File: src/sv/swll_pkg.sv
// ----------------------------------------------------------------------------
// swll_pkg: shared types and constants
// Request kinds, register map, command/status structs and the size clamp.
// ----------------------------------------------------------------------------
package swll_pkg;

  localparam int DATA_W    = 16;
  localparam int IDX_W     = 5;
  localparam int SIZE_W    = 6;
  localparam int NI_W      = 5;
  localparam int ACC_W     = 40;
  localparam int ACC_DEPTH = 32;

  // request kinds (s_axis_tuser)
  localparam logic [1:0] KIND_FWD    = 2'd0;
  localparam logic [1:0] KIND_BWD    = 2'd1;
  localparam logic [1:0] KIND_WEIGHT = 2'd2;
  localparam logic [1:0] KIND_BIAS   = 2'd3;

  // register indexes (paddr[3:2])
  localparam logic [1:0] REG_IN_SIZE  = 2'd0;
  localparam logic [1:0] REG_OUT_SIZE = 2'd1;
  localparam logic [1:0] REG_N_INST   = 2'd2;

  // effective sizes after clamping
  typedef struct packed {
    logic [SIZE_W-1:0] isz;
    logic [SIZE_W-1:0] osz;
    logic [NI_W-1:0]   ni;
  } cfg_t;

  // controller -> datapath
  typedef struct packed {
    logic             wr_weight;
    logic             wr_bias;
    logic             load;
    logic             issue;
    logic             first;
    logic             fwd;
    logic [IDX_W-1:0] elem;
    logic [IDX_W-1:0] j;
    logic             emit_ld;
    logic             last_slice;
    logic             last_row;
  } cmd_t;

  // datapath -> controller
  typedef struct packed {
    logic pipe_busy;
  } status_t;

  // 0 acts as 1, anything above lim acts as lim
  function automatic logic [SIZE_W-1:0] clamp_size(input logic [SIZE_W-1:0] v,
                                                   input logic [SIZE_W-1:0] lim);
    logic [SIZE_W-1:0] r;
    r = v;
    if (v == '0) r = SIZE_W'(1);
    else if (v > lim) r = lim;
    return r;
  endfunction

endpackage

File: src/sv/swll_ctrl.sv
// ----------------------------------------------------------------------------
// swll_ctrl: layer sequencer
// Request decode, slice/element counters, MAC sweep, drain and result emit.
// ----------------------------------------------------------------------------
module swll_ctrl (
  input  logic              clk,
  input  logic              rst,
  input  logic              s_tvalid,
  output logic              s_tready,
  input  logic [1:0]        s_kind,
  output logic              m_tvalid,
  input  logic              m_tready,
  input  swll_pkg::cfg_t    cfg,
  input  swll_pkg::status_t status,
  output swll_pkg::cmd_t    cmd
);

  localparam logic [2:0] ST_IDLE     = 3'd0;
  localparam logic [2:0] ST_MAC      = 3'd1;
  localparam logic [2:0] ST_DRAIN    = 3'd2;
  localparam logic [2:0] ST_EMIT_RD  = 3'd3;
  localparam logic [2:0] ST_EMIT_LD  = 3'd4;
  localparam logic [2:0] ST_EMIT_OUT = 3'd5;

  logic [2:0] state;
  logic [2:0] state_next;
  logic [4:0] element_count;
  logic [3:0] slice_count;
  logic       block_kind;
  logic [4:0] elem;
  logic [5:0] nout;
  logic       fwd;
  logic       first;
  logic       last_elem;
  logic       last_row;
  logic [4:0] j;
  logic [4:0] j_next;

  // accept-time decode
  logic       accept;
  logic       data_req;
  logic       changed;
  logic [4:0] ec_eff;
  logic [3:0] sc_eff;
  logic [5:0] len_a;
  logic [5:0] nout_a;
  logic [4:0] e_a;
  logic [5:0] e_p1;
  logic [4:0] sc_p1;
  logic       last_elem_a;
  logic       last_row_a;
  logic       j_last;

  assign s_tready = (state == ST_IDLE);
  assign m_tvalid = (state == ST_EMIT_OUT);
  assign accept   = s_tvalid && s_tready;
  assign data_req = (s_kind == swll_pkg::KIND_FWD) || (s_kind == swll_pkg::KIND_BWD);
  assign changed  = (s_kind[0] != block_kind);
  assign ec_eff   = changed ? 5'd0 : element_count;
  assign sc_eff   = changed ? 4'd0 : slice_count;
  assign len_a    = (s_kind == swll_pkg::KIND_FWD) ? cfg.isz : cfg.osz;
  assign nout_a   = (s_kind == swll_pkg::KIND_FWD) ? cfg.osz : cfg.isz;
  // shrunk size: clip the element position to the slice's last
  assign e_a         = ({1'b0, ec_eff} >= len_a) ? 5'(len_a - 6'd1) : ec_eff;
  assign e_p1        = {1'b0, e_a} + 6'd1;
  assign last_elem_a = (e_p1 >= len_a);
  assign sc_p1       = {1'b0, sc_eff} + 5'd1;
  assign last_row_a  = (sc_p1 >= cfg.ni);
  assign j_last      = ({1'b0, j} == (nout - 6'd1));

  always_comb begin
    state_next = state;
    j_next     = j;
    case (state)
      ST_IDLE: begin
        if (accept && data_req) begin
          state_next = ST_MAC;
          j_next     = '0;
        end
      end
      ST_MAC: begin
        if (j_last) begin
          state_next = ST_DRAIN;
          j_next     = '0;
        end else begin
          j_next = j + 5'd1;
        end
      end
      ST_DRAIN: begin
        if (!status.pipe_busy) begin
          state_next = last_elem ? ST_EMIT_RD : ST_IDLE;
        end
      end
      ST_EMIT_RD:  state_next = ST_EMIT_LD;
      ST_EMIT_LD:  state_next = ST_EMIT_OUT;
      ST_EMIT_OUT: begin
        if (m_tready) begin
          if (j_last) begin
            state_next = ST_IDLE;
          end else begin
            state_next = ST_EMIT_RD;
            j_next     = j + 5'd1;
          end
        end
      end
      default: state_next = ST_IDLE;
    endcase
  end

  always_ff @(posedge clk) begin
    if (rst) begin
      state         <= ST_IDLE;
      element_count <= '0;
      slice_count   <= '0;
      block_kind    <= 1'b0;
      j             <= '0;
    end else begin
      state <= state_next;
      j     <= j_next;
      if (accept && data_req) begin
        block_kind    <= s_kind[0];
        element_count <= last_elem_a ? 5'd0 : e_p1[4:0];
        if (last_elem_a) begin
          slice_count <= last_row_a ? 4'd0 : sc_p1[3:0];
        end else begin
          slice_count <= sc_eff;
        end
      end
    end
  end

  // per-request context
  always_ff @(posedge clk) begin
    if (accept && data_req) begin
      elem      <= e_a;
      nout      <= nout_a;
      fwd       <= (s_kind == swll_pkg::KIND_FWD);
      first     <= (e_a == 5'd0);
      last_elem <= last_elem_a;
      last_row  <= last_row_a;
    end
  end

  always_comb begin
    cmd.wr_weight  = accept && (s_kind == swll_pkg::KIND_WEIGHT);
    cmd.wr_bias    = accept && (s_kind == swll_pkg::KIND_BIAS);
    cmd.load       = accept && data_req;
    cmd.issue      = (state == ST_MAC);
    cmd.first      = first;
    cmd.fwd        = fwd;
    cmd.elem       = elem;
    cmd.j          = j;
    cmd.emit_ld    = (state == ST_EMIT_LD);
    cmd.last_slice = j_last;
    cmd.last_row   = j_last && last_row;
  end

endmodule

File: config.mk
export PLATFORM = sky130hd
export DESIGN_NAME = swll_ctrl
export DESIGN_NICKNAME = d
export VERILOG_FILES = /design/src/sv/swll_pkg.sv /design/src/sv/swll_ctrl.sv
export SDC_FILE = /design/constraint.sdc
export NUM_CORES = 1
export LEC_CHECK = 0
export BUFFER_PORTS_ARGS = -buffer_cell sky130_fd_sc_hd__buf_2
export CAP_MARGIN = 20
export CORE_UTILIZATION = 55
export DETAILED_ROUTE_END_ITERATION = 8
export PLACE_DENSITY_LB_ADDON = 0.05
export SLEW_MARGIN = 20
export SYNTH_ARGS = -nofsm -noshare
export SYNTH_HDL_FRONTEND = slang
export SYNTH_SLANG_ARGS = --single-unit
File: constraint.sdc
create_clock -name clk -period 9.7 [get_ports clk]
set_input_delay 0.97 -clock clk [delete_from_list [all_inputs] [get_ports clk]]
set_output_delay 0.97 -clock clk [all_outputs]
set_load 0.01 [all_outputs]
==> metrics.log <==
INFO  metric outcome = finished, final reports clean
INFO  metric pwr_density_cell = 111 nW/um2
INFO  metric numClockSinks = 33
INFO  metric max_slew_margin = 45.5%
INFO  metric synth_enable_flop_cells = 15
INFO  metric critical_path_peak_fanout = 15
INFO  metric cts.hold.buffers_added = 0
INFO  metric crit_arrival = 6.30 ns
INFO  metric synth_seq_area_share = 32.7%
INFO  metric setup_total_negative_slack = 0 ns
INFO  metric placeableCoreArea = 4350 um2
INFO  metric grt_pass1_wl = 8810 um
INFO  metric placed_area = 2700 um2
INFO  metric die_area = 4780 um2
INFO  metric cp_cell_sequence = buf_2, nor2_4, mux2i_1, ha_1, a21oi_1, o21ai_0, maj3_2, o21ai_2, mux2_2, inv_1, ha_1, inv_1, o31a_1, nor3_1, a21oi_1, ha_1, nand3_1, o21ai_1, o21ai_0, a32o_1
INFO  metric post_synth.cell_area_avg = 9.04 um2
INFO  metric place_congestion = 0.802
INFO  metric finalPower = 0.309 mW
INFO  metric dpl_worst_slack = 2.93 ns
INFO  metric cpMaxStageDelayCell = sky130_fd_sc_hd__o21ai_1
INFO  metric rows = 24
INFO  metric syn_inst = 274
INFO  metric vias = 2040
INFO  metric clock_tree.htree_level_count = 2
INFO  metric grt_pass1_vias = 1944
INFO  metric share_of_post_route_cells_with_drive_strength_above_1 = 22.4%
INFO  metric post_drt_via_cell_ratio = 5.59
INFO  metric p_leak = 1.26 nW
INFO  metric areaGrowthSynthToFinish = 12.1%
INFO  metric setup_repair_after_global_routing_missed_its_margin = no
INFO  metric tightestPinTransition = 0.812 ns
INFO  metric setup_viol_count_final = 0
INFO  metric maxCapViolations = 0
INFO  metric floorplan.die.height = 69.1 um
INFO  metric cts_made_buffers = 5
INFO  metric final.setup.worst_slack = 3.57 ns
INFO  metric insertedDiodeCount = 0
INFO  metric die_width = 69.1 um
INFO  metric worst_path_largest_cell_delay = 0.60 ns
INFO  metric clock_tree.root_cell = sky130_fd_sc_hd__clkbuf_8
INFO  metric globalRoute.totalOverflow = 0
INFO  metric utilization = 63.8%
INFO  metric final-max-slew-violation-count = 0
INFO  metric avgRoutedWirePerCell = 14.1 um
INFO  metric hp-class = flip-flop to flip-flop
INFO  metric totalWireLength = 5150 um
INFO  metric nets = 357
INFO  metric antenna_found_initial = 0
INFO  metric setup.worst_path.class = input port to flip-flop
INFO  metric post_cts.resized_instances = 0
INFO  metric maxClockFrequency = 163 MHz
INFO  metric synthFlopType = sky130_fd_sc_hd__dfxtp_1
INFO  metric dp_cells = 357
INFO  metric vdd.ir_drop.worst = 0.0559 mV
INFO  metric grt_util_all_layers = 22.5%
INFO  metric path_common_cell = sky130_fd_sc_hd__ha_1
INFO  metric drt.antenna.violating_nets = 0
INFO  metric synth.cell_area = 2480 um2
INFO  metric buffer_ports.inserted = 44
INFO  metric post-route-period-util = 63.2%
INFO  metric cts_tree = done
INFO  metric timing.critical_path.required = 9.87 ns
INFO  metric drtPass1Iterations = 6
INFO  metric clock_period_minus_final_worst_setup_slack = 6.13 ns
INFO  metric maximum_number_of_pins_on_one_net_before_global_route_repair = 25
INFO  metric clkLatencyLatePin = 0.28 ns
INFO  metric finalClockSkew = 0.00314 ns
INFO  metric critPathLaunchType = input port
INFO  metric yosysWarnings = 0
INFO  metric final_instance_area = 2780 um2
INFO  metric fin_cells = 365
INFO  metric fin_hold_ws = 0.523 ns
INFO  metric hold_violations = 0
INFO  metric io_pins = 45
INFO  metric starting_density = 56.9%
INFO  metric clk_transition_reported_paths = 0.06 ns
INFO  metric cts_setup_buffers = 0
INFO  metric critical_path.endpoint_type = flip-flop
INFO  metric mappedNetlistNets = 319
INFO  metric drtIter0Drc = 118
INFO  metric synth_cell_type_count = 54
INFO  metric cts_max_path_buffers = 2
INFO  metric dp_hpwl = 3920 um
INFO  metric synth-async-reset-ratio = 0%
INFO  metric drc = 0
INFO  metric synth_seq_cells = 33
[Yosys cell counts (all sizes together) (7+ instances only)]
library cell,instances,area [um2]
dfxtp,18,360
ha,21,263
nor2,26,105
xor2,9,78.8
nand2,17,63.8
mux2i,9,90.1
nand3,13,65.1
edfxtp,15,450
and2,8,50.1
a21oi,11,55.1
buf,7,42.5
mux2,13,154
o21ai,11,58.8
inv,20,75.1
[layout by cell type, fill, tap and decap left out, types with 2 or more instances in the layout]
cell type / synthesis / routed
sky130_fd_sc_hd__a31oi_1: 2 / 2
sky130_fd_sc_hd__inv_1: 20 / 20
sky130_fd_sc_hd__nand2b_1: 5 / 5
sky130_fd_sc_hd__and2_1: 8 / 8
sky130_fd_sc_hd__mux2_2: 11 / 11
sky130_fd_sc_hd__nand4_1: 3 / 3
sky130_fd_sc_hd__o221ai_1: 2 / 2
sky130_fd_sc_hd__clkbuf_8: 0 / 5
sky130_fd_sc_hd__o21ai_0: 10 / 9
sky130_fd_sc_hd__xor2_1: 9 / 9
sky130_fd_sc_hd__a21oi_1: 11 / 11
sky130_fd_sc_hd__nor4_1: 4 / 4
sky130_fd_sc_hd__dfxtp_1: 18 / 18
sky130_fd_sc_hd__a22oi_1: 3 / 3
sky130_fd_sc_hd__buf_2: 4 / 44
sky130_fd_sc_hd__nor2b_1: 5 / 5
sky130_fd_sc_hd__mux2i_1: 9 / 9
sky130_fd_sc_hd__clkbuf_1: 6 / 3
sky130_fd_sc_hd__a32o_1: 2 / 2
sky130_fd_sc_hd__mux2_4: 2 / 2
sky130_fd_sc_hd__nand3_1: 13 / 13
sky130_fd_sc_hd__nor3_1: 5 / 5
sky130_fd_sc_hd__xnor2_1: 5 / 5
sky130_fd_sc_hd__nor3b_1: 2 / 2
sky130_fd_sc_hd__nand3b_1: 2 / 2
sky130_fd_sc_hd__nor2_1: 25 / 25
sky130_fd_sc_hd__edfxtp_1: 15 / 15
sky130_fd_sc_hd__ha_1: 21 / 21
sky130_fd_sc_hd__o21a_1: 2 / 2
sky130_fd_sc_hd__o211ai_1: 2 / 2
sky130_fd_sc_hd__or3_1: 2 / 2
sky130_fd_sc_hd__a21o_1: 5 / 5
sky130_fd_sc_hd__nand2_1: 17 / 17
[sequential cells by signal, summed over array words and instances (netlist names)]
| register | flops |
|---|---|
| nout | 6 |
| elem | 5 |
| element_count | 5 |
| j | 5 |
| slice_count | 4 |
| state | 3 |
| block_kind | 1 |
| first | 1 |
| fwd | 1 |
| last_elem | 1 |
| last_row | 1 |
[cell families after synthesis]
kind of cell	share of synthesized area [%]
mux	9.85
flops	32.7
buf+inv	5.81
compound gates	14.2
fa+ha+maj	11.1
xor+xnor	5.61
simple gates	20.7
[path summary, 6_finish.rpt]
kind | endpoint | depth (start not counted) | slack (ns) | from
hold reg to reg | block_kind | 2 | 0.52 | block_kind
setup / recovery | slice_count[2] | 20 | 3.57 | s_kind[0]
hold / removal | block_kind | 2 | 0.52 | block_kind
setup reg to reg | slice_count[2] | 20 | 4.29 | block_kind
[metal layers]
metal | global-route usage, % | wire length, um | up-vias
li1 | - | - | 1055
met1 | 29.4 | 2490 | 954
met2 | 37.4 | 2450 | 23
met3 | 4.82 | 147 | 8
met4 | 6.58 | 68 | 0
met5 | 0 | 0 | -
[critical path: cells and delay by family]
kind	cells	cell delay (ns)
muxes	2	0.83
buffers and inverters	3	0.37
AOI/OAI and AO/OA	8	2.33
adders and majority gates	4	1.16
and+or+nand+nor	3	0.65
[cell type report]
class,instances,area (um2)
Fill cell,398,1580
Sequential cell,33,811
Clock buffer,8,80.1
Tap cell,52,65.1
Multi-Input combinational cell,207,1520
Timing Repair Buffer,44,220
Inverter,21,78.8
[power breakdown]
part	switching (mW)	internal [mW]
Sequential	0.00432	0.151
Clock	0.0462	0.0509
Combinational	0.0325	0.0240
(Power assumes the default switching activity.)
