**src/sv/swll_pkg.sv**
```systemverilog
// ----------------------------------------------------------------------------
// swll_pkg: shared types and constants
// Request kinds, register map, command/status structs and the size clamp.
// ----------------------------------------------------------------------------
package swll_pkg;

  localparam int DATA_W    = 16;
  localparam int IDX_W     = 5;
  localparam int SIZE_W    = 6;
  localparam int NI_W      = 5;
  localparam int ACC_W     = 40;
  localparam int ACC_DEPTH = 32;

  // request kinds (s_axis_tuser)
  localparam logic [1:0] KIND_FWD    = 2'd0;
  localparam logic [1:0] KIND_BWD    = 2'd1;
  localparam logic [1:0] KIND_WEIGHT = 2'd2;
  localparam logic [1:0] KIND_BIAS   = 2'd3;

  // register indexes (paddr[3:2])
  localparam logic [1:0] REG_IN_SIZE  = 2'd0;
  localparam logic [1:0] REG_OUT_SIZE = 2'd1;
  localparam logic [1:0] REG_N_INST   = 2'd2;

  // effective sizes after clamping
  typedef struct packed {
    logic [SIZE_W-1:0] isz;
    logic [SIZE_W-1:0] osz;
    logic [NI_W-1:0]   ni;
  } cfg_t;

  // controller -> datapath
  typedef struct packed {
    logic             wr_weight;
    logic             wr_bias;
    logic             load;
    logic             issue;
    logic             first;
    logic             fwd;
    logic [IDX_W-1:0] elem;
    logic [IDX_W-1:0] j;
    logic             emit_ld;
    logic             last_slice;
    logic             last_row;
  } cmd_t;

  // datapath -> controller
  typedef struct packed {
    logic pipe_busy;
  } status_t;

  // 0 acts as 1, anything above lim acts as lim
  function automatic logic [SIZE_W-1:0] clamp_size(input logic [SIZE_W-1:0] v,
                                                   input logic [SIZE_W-1:0] lim);
    logic [SIZE_W-1:0] r;
    r = v;
    if (v == '0) r = SIZE_W'(1);
    else if (v > lim) r = lim;
    return r;
  endfunction

endpackage

```
**src/sv/swll_cfg.sv**
```systemverilog
// ----------------------------------------------------------------------------
// swll_cfg: APB register file
// Holds in_size, out_size, n_instances and hands out the clamped sizes.
// ----------------------------------------------------------------------------
module swll_cfg #(
  parameter int IN_DIM        = 32,
  parameter int OUT_DIM       = 32,
  parameter int MAX_INSTANCES = 16
) (
  input  logic               clk,
  input  logic               rst,
  input  logic               psel,
  input  logic               penable,
  input  logic               pwrite,
  input  logic [3:0]         paddr,
  input  logic [31:0]        pwdata,
  output logic [31:0]        prdata,
  output logic               pready,
  output swll_pkg::cfg_t     cfg
);

  localparam logic [5:0] IN_LIM  = 6'((IN_DIM < 32) ? IN_DIM : 32);
  localparam logic [5:0] OUT_LIM = 6'((OUT_DIM < 32) ? OUT_DIM : 32);
  localparam logic [5:0] NI_LIM  = 6'((MAX_INSTANCES < 16) ? MAX_INSTANCES : 16);

  logic [5:0] in_size;
  logic [5:0] out_size;
  logic [4:0] n_instances;
  logic       wr;
  logic [5:0] ni_clamped;

  assign pready = 1'b1;
  assign wr     = psel && penable && pwrite;

  always_ff @(posedge clk) begin
    if (rst) begin
      in_size     <= 6'd32;
      out_size    <= 6'd32;
      n_instances <= 5'd1;
    end else if (wr) begin
      case (paddr[3:2])
        swll_pkg::REG_IN_SIZE:  in_size     <= pwdata[5:0];
        swll_pkg::REG_OUT_SIZE: out_size    <= pwdata[5:0];
        swll_pkg::REG_N_INST:   n_instances <= pwdata[4:0];
        default: ;
      endcase
    end
  end

  always_comb begin
    case (paddr[3:2])
      swll_pkg::REG_IN_SIZE:  prdata = {26'd0, in_size};
      swll_pkg::REG_OUT_SIZE: prdata = {26'd0, out_size};
      swll_pkg::REG_N_INST:   prdata = {27'd0, n_instances};
      default:                prdata = '0;
    endcase
  end

  assign ni_clamped = swll_pkg::clamp_size({1'b0, n_instances}, NI_LIM);
  assign cfg.isz    = swll_pkg::clamp_size(in_size, IN_LIM);
  assign cfg.osz    = swll_pkg::clamp_size(out_size, OUT_LIM);
  assign cfg.ni     = ni_clamped[4:0];

endmodule

```
**config.mk**
```make
export PLATFORM = sky130hd
export DESIGN_NAME = swll_cfg
export DESIGN_NICKNAME = d
export VERILOG_FILES = /design/src/sv/swll_pkg.sv /design/src/sv/swll_cfg.sv
export SDC_FILE = /design/constraint.sdc
export NUM_CORES = 1
export LEC_CHECK = 0
export BUFFER_PORTS_ARGS = -buffer_cell sky130_fd_sc_hd__buf_4
export CAP_MARGIN = 10
export CORE_MARGIN = 1.5
export CORE_UTILIZATION = 40
export CTS_CLUSTER_DIAMETER = 150
export DETAILED_ROUTE_END_ITERATION = 8
export PLACE_DENSITY = 0.81
export SYNTH_ARGS = -nofsm -noshare
export SYNTH_HDL_FRONTEND = slang
export SYNTH_SLANG_ARGS = --single-unit
```
**constraint.sdc**
```tcl
create_clock -name clk -period 2.6 [get_ports clk]
set_input_delay 0.78 -clock clk [delete_from_list [all_inputs] [get_ports clk]]
set_output_delay 0.78 -clock clk [all_outputs]
set_load 0.03 [all_outputs]
```
==> flow_summary.json, run 1 <==
{
  "die_w_um": 57.26,
  "maxCapViolCount": 0,
  "cp_slowest_stage_delay_ns": 0.25,
  "finalSetupViolations": 0,
  "grt_first_pass_wirelength_um": 3663,
  "cell_internal_pwr_uw": 356.5,
  "cts_buffers": 3,
  "cp-end-kind": "output pin",
  "ant_nets": 0,
  "cts_tree": "done",
  "final_nets": 211,
  "final_cells": 200,
  "grt_use_total_pct": 14.06,
  "crit_family": "buffers and inverters",
  "share_seq_of_total_power_pct": 50.5,
  "root_buffer": "clkbuf_4",
  "grt_overflow": 0,
  "postSynthCellCount": 141,
  "n_fill_cell": 284,
  "clockPowerShare_pct": 27.0,
  "critPathLaunchType": "input port",
  "hold_violations": 0,
  "pwr-share-comb_pct": 22.5,
  "period_minus_slack_ns": 2.292,
  "period_share_pct": 88.14,
  "yosysSeqAreaShare_pct": 28.91,
  "arrival_ns": 1.51,
  "finalClockSkew_ns": 0,
  "dp_hpwl_um": 1843,
  "reg2reg_slack_ns": 1.85,
  "final_util_pct": 48.67,
  "synth_seq_cells": 17,
  "critPathBufInv": 2,
  "wire_per_inst_um": 11.41,
  "drt-total-wl_um": 2282,
  "fin_tns_setup_ns": 0,
  "startpoint": "paddr[3]",
  "die_h_um": 57.26,
  "yosysWarnings": 0,
  "rsz0062_at_grt": "false",
  "hp-class": "register to register",
  "slowest_stage": "mux2i_1",
  "path_depth": 4,
  "firstDrtPassIters": 4,
  "netlist-cell-type-count": 19,
  "reg2reg_from": "out_size[5]",
  "netlist_area_um2": 1177,
  "net-switching-power_uw": 174.0,
  "cts_hold_buffers": 0,
  "n_antenna_cell": 0,
  "crit_path_end": "prdata[4]",
  "die-area_um2": 3278,
  "tightest_slew_ns": 0.5278,
  "initial_utilization_pct": 42.33,
  "port-buffer-count": 35,
  "status": "complete, no violations",
  "drc": 0,
  "drv_slew": 0,
  "finish.instance_area_um2": 1354,
  "drive_gt1_share_pct": 23.08,
  "row_count": 19,
  "hold_ws_ns": 0.5017,
  "clk_latency_ns": 0.29,
  "cts_sinks": 17,
  "r2r_cells": 2,
  "regToRegEndpoint": "out_size[5]",
  "cts_resized": 0,
  "relSlewSlack_pct": 64.55,
  "leakage_uw": 0.0006594,
  "min_from": "in_size[0]",
  "worstPathMaxFanout": 12,
  "antenna_found_initial": 0,
  "io_pins": 91,
  "crit_chain": "buf_4, mux2i_1, o21ai_0, buf_4",
  "postCtsSetupBuffers": 0,
  "place_congestion": 0.7745,
  "grt_pass1_vias": 794,
  "dpl_cell_area_um2": 1328,
  "core_um2": 2781,
  "htree_levels": 1,
  "peakVddDrop_mv": 0.2196,
  "clock_path_buffers": 2,
  "swShare_pct": 32.80,
  "path_class": "input port to output pin",
  "cts.clk_slew.worst_paths_ns": 0.10,
  "grt_max_degree": 25,
  "area_delta_synth_final_pct": 14.98,
  "power.density_nw_per_um2": 391.8,
  "initialDrtViolationCount": 13,
  "postSynthAreaPerCell_um2": 8.350,
  "viasPerCell": 4.540,
  "cpMostUsedCell": "buf_4",
  "routed-via-count": 908,
  "clock.fmax_ghz": 0.4364,
  "dp_cells": 196,
  "required_ns": 1.82
}
synth_stat cells, drive strengths merged:
master,count,area share [%]
nor2b,12,7.0
nand2,5,1.6
or3b,1,0.74
clkbuf,6,1.9
conb,2,0.64
nor4,2,1.1
nor3b,2,1.3
nor2,12,3.8
nand3,1,0.42
nor3,2,0.85
o21ai,5,2.1
buf,30,19
or3,1,0.53
nand4,1,0.53
dfxtp,17,29
mux2i,23,20
nand2b,19,10
worst min path at each step:
stage / endpoint / slack (ns) / depth (start not counted)
final: in_size[0] / 0.50 / 2
after global routing: in_size[0] / 0.51 / 2
after CTS: in_size[0] / 0.50 / 2
after detailed placement: in_size[0] / 0.48 / 2
after global placement: in_size[0] / 0.48 / 2
after floorplan: in_size[0] / 0.46 / 2
metal layers:
metal | vias to the layer above | GRT usage [%] | share of wire [%]
li1 | 460 | - | -
met5 | - | 0 | 0
met1 | 398 | 20.22 | 47
met3 | 2 | 3.175 | 8.3
met2 | 48 | 21.18 | 43
met4 | 0 | 3.987 | 0.83
layout make-up:
class / instances / area [um^2] / area share [%]
Multi-Input combinational cell: 113 / 685.7 / 50.65
Sequential cell: 17 / 340.3 / 25.14
Timing Repair Buffer: 35 / 262.8 / 19.41
Tap cell: 31 / 38.79 / 2.865
Clock buffer: 4 / 26.28 / 1.941
kinds of logic after synthesis:
family                 count (synthesis)  synth area share, %
and+or+nand+nor                       58                27.95
buffers and inverters                 36                20.83
muxes                                 23                19.55
DFF                                   17                28.91
AOI/OAI and AO/OA                      5                2.125
other                                  2               0.6379
registers in the layout, indices dropped and copies added, names as in the netlist:
register / flops
out_size: 6
n_instances: 5
in_size: 6
power groups by stage:
stage / combinational, uW / sequential [uW] / clock, uW
2_1_floorplan: 125 / 272 / 0
3_3_place_gp: 119 / 274 / 0
3_5_place_dp: 119 / 274 / 0
4_1_cts: 119 / 268 / 148
5_1_grt: 127 / 268 / 151
6_report: 119 / 268 / 143
cell usage in the layout (no fill, tap or decap):
cell,n
buf_4,35
clkbuf_1,1
clkbuf_4,3
conb_1,27
dfxtp_1,17
mux2i_1,23
nand2_1,5
nand2b_1,19
nand3_1,1
nand4_1,1
nor2_1,12
nor2b_1,11
nor2b_4,1
nor3_1,2
nor3b_1,2
nor4_1,2
o21ai_0,5
or3_1,1
or3b_1,1
tightest hold or removal path, cell delays in order (launching register included):
cell,delay [ns]
dfxtp_1,0.34
nand2b_1,0.07
mux2i_1,0.05
through the flow:
stage,power (uW),worst slack (ns)
final,530.5,0.3085
after global routing,546.9,0.2346
after CTS,535.3,0.3042
after detailed placement,392.9,0.3085
after global placement,392.6,0.3052
after floorplan,397.7,0.07275
Note: power is estimated with default switching activity, not from simulation.
==> run 2, diff against run 1 <==
Settings changed: MAX_ROUTING_LAYER from default to met4.
==> run 2 against run 1 <==
Net effect: clock skew unchanged; hold slack unchanged; combinational power barely moved; global-route usage up 0.43 points; largest power group unchanged; clock power barely moved; non-clock buffer count unchanged; worst setup slack unchanged; core utilization unchanged; critical path type unchanged; critical path depth unchanged.
==> flow_summary.json, run 2 (synthesized netlist as in run 1, its figures left out) <==
{
  "crit_family": "buffers and inverters",
  "initial_utilization_pct": 42.33,
  "io_pins": 91,
  "peakVddDrop_mv": 0.2196,
  "path_class": "input port to output pin",
  "leakage_uw": 0.0006594,
  "wire_per_inst_um": 11.41,
  "period_share_pct": 88.14,
  "regToRegEndpoint": "out_size[5]",
  "hold_violations": 0,
  "power_uw": 530.5,
  "grt_use_total_pct": 14.49,
  "critPathLaunchType": "input port",
  "reg_top3": "in_size x6, out_size x6, n_instances x5",
  "postCtsSetupBuffers": 0,
  "critPathBufInv": 2,
  "area_delta_synth_final_pct": 14.98,
  "dpl_cell_area_um2": 1328,
  "hp-class": "register to register",
  "relSlewSlack_pct": 64.55,
  "drv_slew": 0,
  "cts_tree": "done",
  "finalClockSkew_ns": 0,
  "use_met2_pct": 21.18,
  "clock.fmax_ghz": 0.4364,
  "holdPathStages": 2,
  "period_minus_slack_ns": 2.292,
  "core_um2": 2781,
  "finalSetupViolations": 0,
  "routed-via-count": 908,
  "clk_latency_ns": 0.29,
  "regArea_um2": 340.3,
  "busiest_layer": "met2",
  "r2r_cells": 2,
  "final_common_cell": "buf_4",
  "grt_first_pass_wirelength_um": 3663,
  "power.density_nw_per_um2": 391.9,
  "place_congestion": 0.7850,
  "grt_max_degree": 25,
  "path_depth": 4,
  "slowest_stage": "mux2i_1",
  "ant_nets": 0,
  "cp-end-kind": "output pin",
  "clock_path_buffers": 2,
  "initialDrtViolationCount": 13,
  "fin_tns_setup_ns": 0,
  "cp_slowest_stage_delay_ns": 0.25,
  "htree_levels": 1,
  "rsz0062_at_grt": "false",
  "arrival_ns": 1.51,
  "cts_sinks": 17,
  "required_ns": 1.82,
  "status": "complete, no violations",
  "reg2reg_slack_ns": 1.85,
  "die_w_um": 57.26,
  "hold_end": "in_size[0]",
  "cpMostUsedCell": "buf_4",
  "port-buffer-count": 35,
  "final_nets": 211,
  "n_fill_cell": 284,
  "row_count": 19,
  "viasPerCell": 4.540,
  "cts_hold_buffers": 0,
  "tightest_slew_ns": 0.5278,
  "die-area_um2": 3278,
  "grt_overflow": 0,
  "cts_buffers": 3,
  "multi_input_area_um2": 685.7,
  "n_antenna_cell": 0,
  "drc": 0,
  "antenna_found_initial": 0,
  "grt_pass1_vias": 794,
  "cts.clk_slew.worst_paths_ns": 0.10,
  "worstPathMaxFanout": 12,
  "grt_use_met1_pct": 20.37,
  "gr-usage-met3_pct": 2.948,
  "reg2reg_from": "out_size[5]",
  "firstDrtPassIters": 4,
  "drive_gt1_share_pct": 23.08,
  "layout_common_cells": "buf_4, conb_1, mux2i_1",
  "min_from": "in_size[0]",
  "crit_chain": "buf_4, mux2i_1, o21ai_0, buf_4",
  "die_h_um": 57.26,
  "dp_hpwl_um": 1843,
  "root_buffer": "clkbuf_4",
  "finish.instance_area_um2": 1354,
  "maxCapViolCount": 0,
  "drt-total-wl_um": 2282,
  "cts_resized": 0
}
[run 2: cell counts in the layout (fill, tap and decap cells not counted)]
Identical to the previous run, type by type.
[run 2: tightest hold or removal path: cells and delay by family, from the launching register on]
| family | cells | cell delay [ns] |
|---|---|---|
| muxes | 1 | 0.05 |
| and+or+nand+nor | 1 | 0.07 |
| DFF | 1 | 0.34 |
[run 2: power breakdown]
part | switching [uW] | total [uW] | internal (uW)
clock network | 83.8 | 143 | 59.6
logic | 86.1 | 119 | 33.2
registers | 4.16 | 268 | 264
total | 174 | 530 | 356
[run 2: worst max-delay path by stage]
stage / from / slack [ns] / end
CTS: paddr[2] / 0.30 / prdata[1]
global route: paddr[2] / 0.23 / prdata[1]
floorplan: paddr[3] / 0.07 / prdata[4]
detailed placement: paddr[2] / 0.31 / prdata[1]
global placement: paddr[2] / 0.31 / prdata[1]
finish: paddr[3] / 0.31 / prdata[4]
[run 2: routing by layer]
| metal | share of wire, % | vias up |
|---|---|---|
| met1 | 48 | 398 |
| li1 | - | 460 |
| met5 | 0 | - |
| met3 | 8.1 | 2 |
| met2 | 43 | 48 |
| met4 | 0.83 | 0 |
[run 2: stage by stage]
stage	util, %	cells	hold slack (ns)	worst slack (ns)
2_1_floorplan	-	166	0.4617	0.07275
4_1_cts	48.67	200	0.5012	0.3042
5_1_grt	48.67	200	0.5088	0.2346
3_3_place_gp	47.73	196	0.4769	0.3052
6_report	48.67	200	0.5017	0.3085
3_5_place_dp	47.73	196	0.4819	0.3085
[run 2: cell type report]
cell class	instances	share of cell area (%)
multi-input combinational	113	50.65
sequential	17	25.14
timing repair buffer	35	19.41
tap	31	2.865
clock buffer	4	1.941
==> run 3, diff against run 2 <==
Settings changed: CORE_MARGIN 1.5 to default, CORE_UTILIZATION 40 to 30, PLACE_DENSITY 0.81 to default.
==> run 3 against run 2 <==
Net effect: flip-flop and latch count unchanged; total power grew 11%; critical path depth is 1 higher; die area increased by 27%; largest power group unchanged.
==> flow_summary.json, run 3 (synthesized netlist as in run 1, its figures left out) <==
{
  "n_fill_cell": 402,
  "grt_max_degree": 25,
  "routed-via-count": 892,
  "clock.fmax_ghz": 0.4360,
  "swShare_pct": 31.02,
  "peakVddDrop_mv": 0.1609,
  "cts_resized": 0,
  "drc": 0,
  "grt_use_total_pct": 13.04,
  "required_ns": 1.82,
  "status": "complete, no violations",
  "dp_hpwl_um": 1899,
  "power.density_nw_per_um2": 422.1,
  "grt_pass1_vias": 793,
  "clock_path_buffers": 2,
  "multi_input_area_um2": 685.7,
  "r2r_cells": 2,
  "die-area_um2": 4179,
  "layout_common_cells": "buf_4, conb_1, mux2i_1",
  "share_seq_of_total_power_pct": 45.5,
  "dp_cells": 213,
  "clk_latency_ns": 0.25,
  "critPathLaunchType": "input port",
  "row_count": 22,
  "net-switching-power_uw": 182.5,
  "drv_slew": 0,
  "viasPerCell": 4.111,
  "initial_utilization_pct": 31.68,
  "grt_overflow": 0,
  "fin_tns_setup_ns": 0,
  "pwr-share-comb_pct": 20.5,
  "final_common_cell": "buf_4",
  "cell_internal_pwr_uw": 405.9,
  "n_antenna_cell": 0,
  "die_h_um": 64.65,
  "port-buffer-count": 35,
  "cts_buffers": 3,
  "power_uw": 588.4,
  "area_delta_synth_final_pct": 18.38,
  "ant_nets": 0,
  "grt_first_pass_wirelength_um": 4064,
  "hold_violations": 0,
  "io_pins": 91,
  "initialDrtViolationCount": 15,
  "place_congestion": 0.7636,
  "clockPowerShare_pct": 34.0,
  "relSlewSlack_pct": 63.17,
  "leakage_uw": 0.0006672,
  "hp-class": "register to register",
  "wire_per_inst_um": 11.12,
  "drt-total-wl_um": 2412,
  "finalClockSkew_ns": 0,
  "cts_tree": "done",
  "cts_sinks": 17,
  "antenna_found_initial": 0,
  "final_nets": 211,
  "cp-end-kind": "output pin",
  "maxCapViolCount": 0,
  "path_class": "input port to output pin",
  "firstDrtPassIters": 4,
  "final_cells": 217,
  "holdPathStages": 2,
  "die_w_um": 64.65,
  "root_buffer": "clkbuf_8",
  "period_minus_slack_ns": 2.293,
  "regArea_um2": 340.3,
  "cts_hold_buffers": 0,
  "reg_top3": "in_size x6, out_size x6, n_instances x5",
  "htree_levels": 1,
  "worstPathMaxFanout": 12,
  "core_um2": 3716,
  "finalSetupViolations": 0,
  "postCtsSetupBuffers": 0,
  "period_share_pct": 88.21,
  "tightest_slew_ns": 0.5483,
  "drive_gt1_share_pct": 23.08,
  "rsz0062_at_grt": "false",
  "arrival_ns": 1.51,
  "cts.clk_slew.worst_paths_ns": 0.06
}
## run 3: layer usage
layer / share of wire (%) / wire, um / up-vias / GRT usage [%]
met3: 5.8 / 139 / 5 / 2.289
met1: 51 / 1224 / 384 / 19.11
met5: 0 / 0 / - / -
met4: 2.4 / 57 / 0 / 6.667
met2: 41 / 991 / 46 / 16.58
li1: - / - / 457 / -
## run 3: metrics by stage
step | area (um^2) | hold WS, ns | worst slack (ns) | util (%)
CTS | 1394 | 0.4939 | 0.3067 | 37.51
global route | 1394 | 0.5026 | 0.2338 | 37.51
floorplan | 1271 | 0.4617 | 0.07275 | -
global placement | 1349 | 0.4790 | 0.3041 | 36.30
detailed placement | 1349 | 0.4854 | 0.3064 | 36.30
finish | 1394 | 0.4903 | 0.3065 | 37.51
## run 3: final timing paths
check,start,end,slack (ns)
setup reg to reg,out_size[5],out_size[5],1.86
hold / removal,in_size[0],in_size[0],0.49
hold reg to reg,in_size[0],in_size[0],0.49
setup / recovery,paddr[2],prdata[4],0.31
## run 3: critical path: stages
cell and delay [ns]:
buf_4 0.15, nor2b_4 0.23, nand2_1 0.06, o21ai_0 0.09, buf_4 0.20
## run 3: layout make-up
cell class	count	share of cell area, %
Tap cell	48	4.309
Clock buffer	4	3.232
Sequential cell	17	24.42
Timing Repair Buffer	35	18.85
Multi-Input combinational cell	113	49.19
## run 3: power groups by stage
stage | Combinational [uW] | Clock, uW | Sequential (uW)
3_3_place_gp | 120 | 0 | 274
3_5_place_dp | 120 | 0 | 274
5_1_grt | 129 | 224 | 268
2_1_floorplan | 125 | 0 | 272
6_report | 120 | 200 | 268
4_1_cts | 120 | 208 | 268
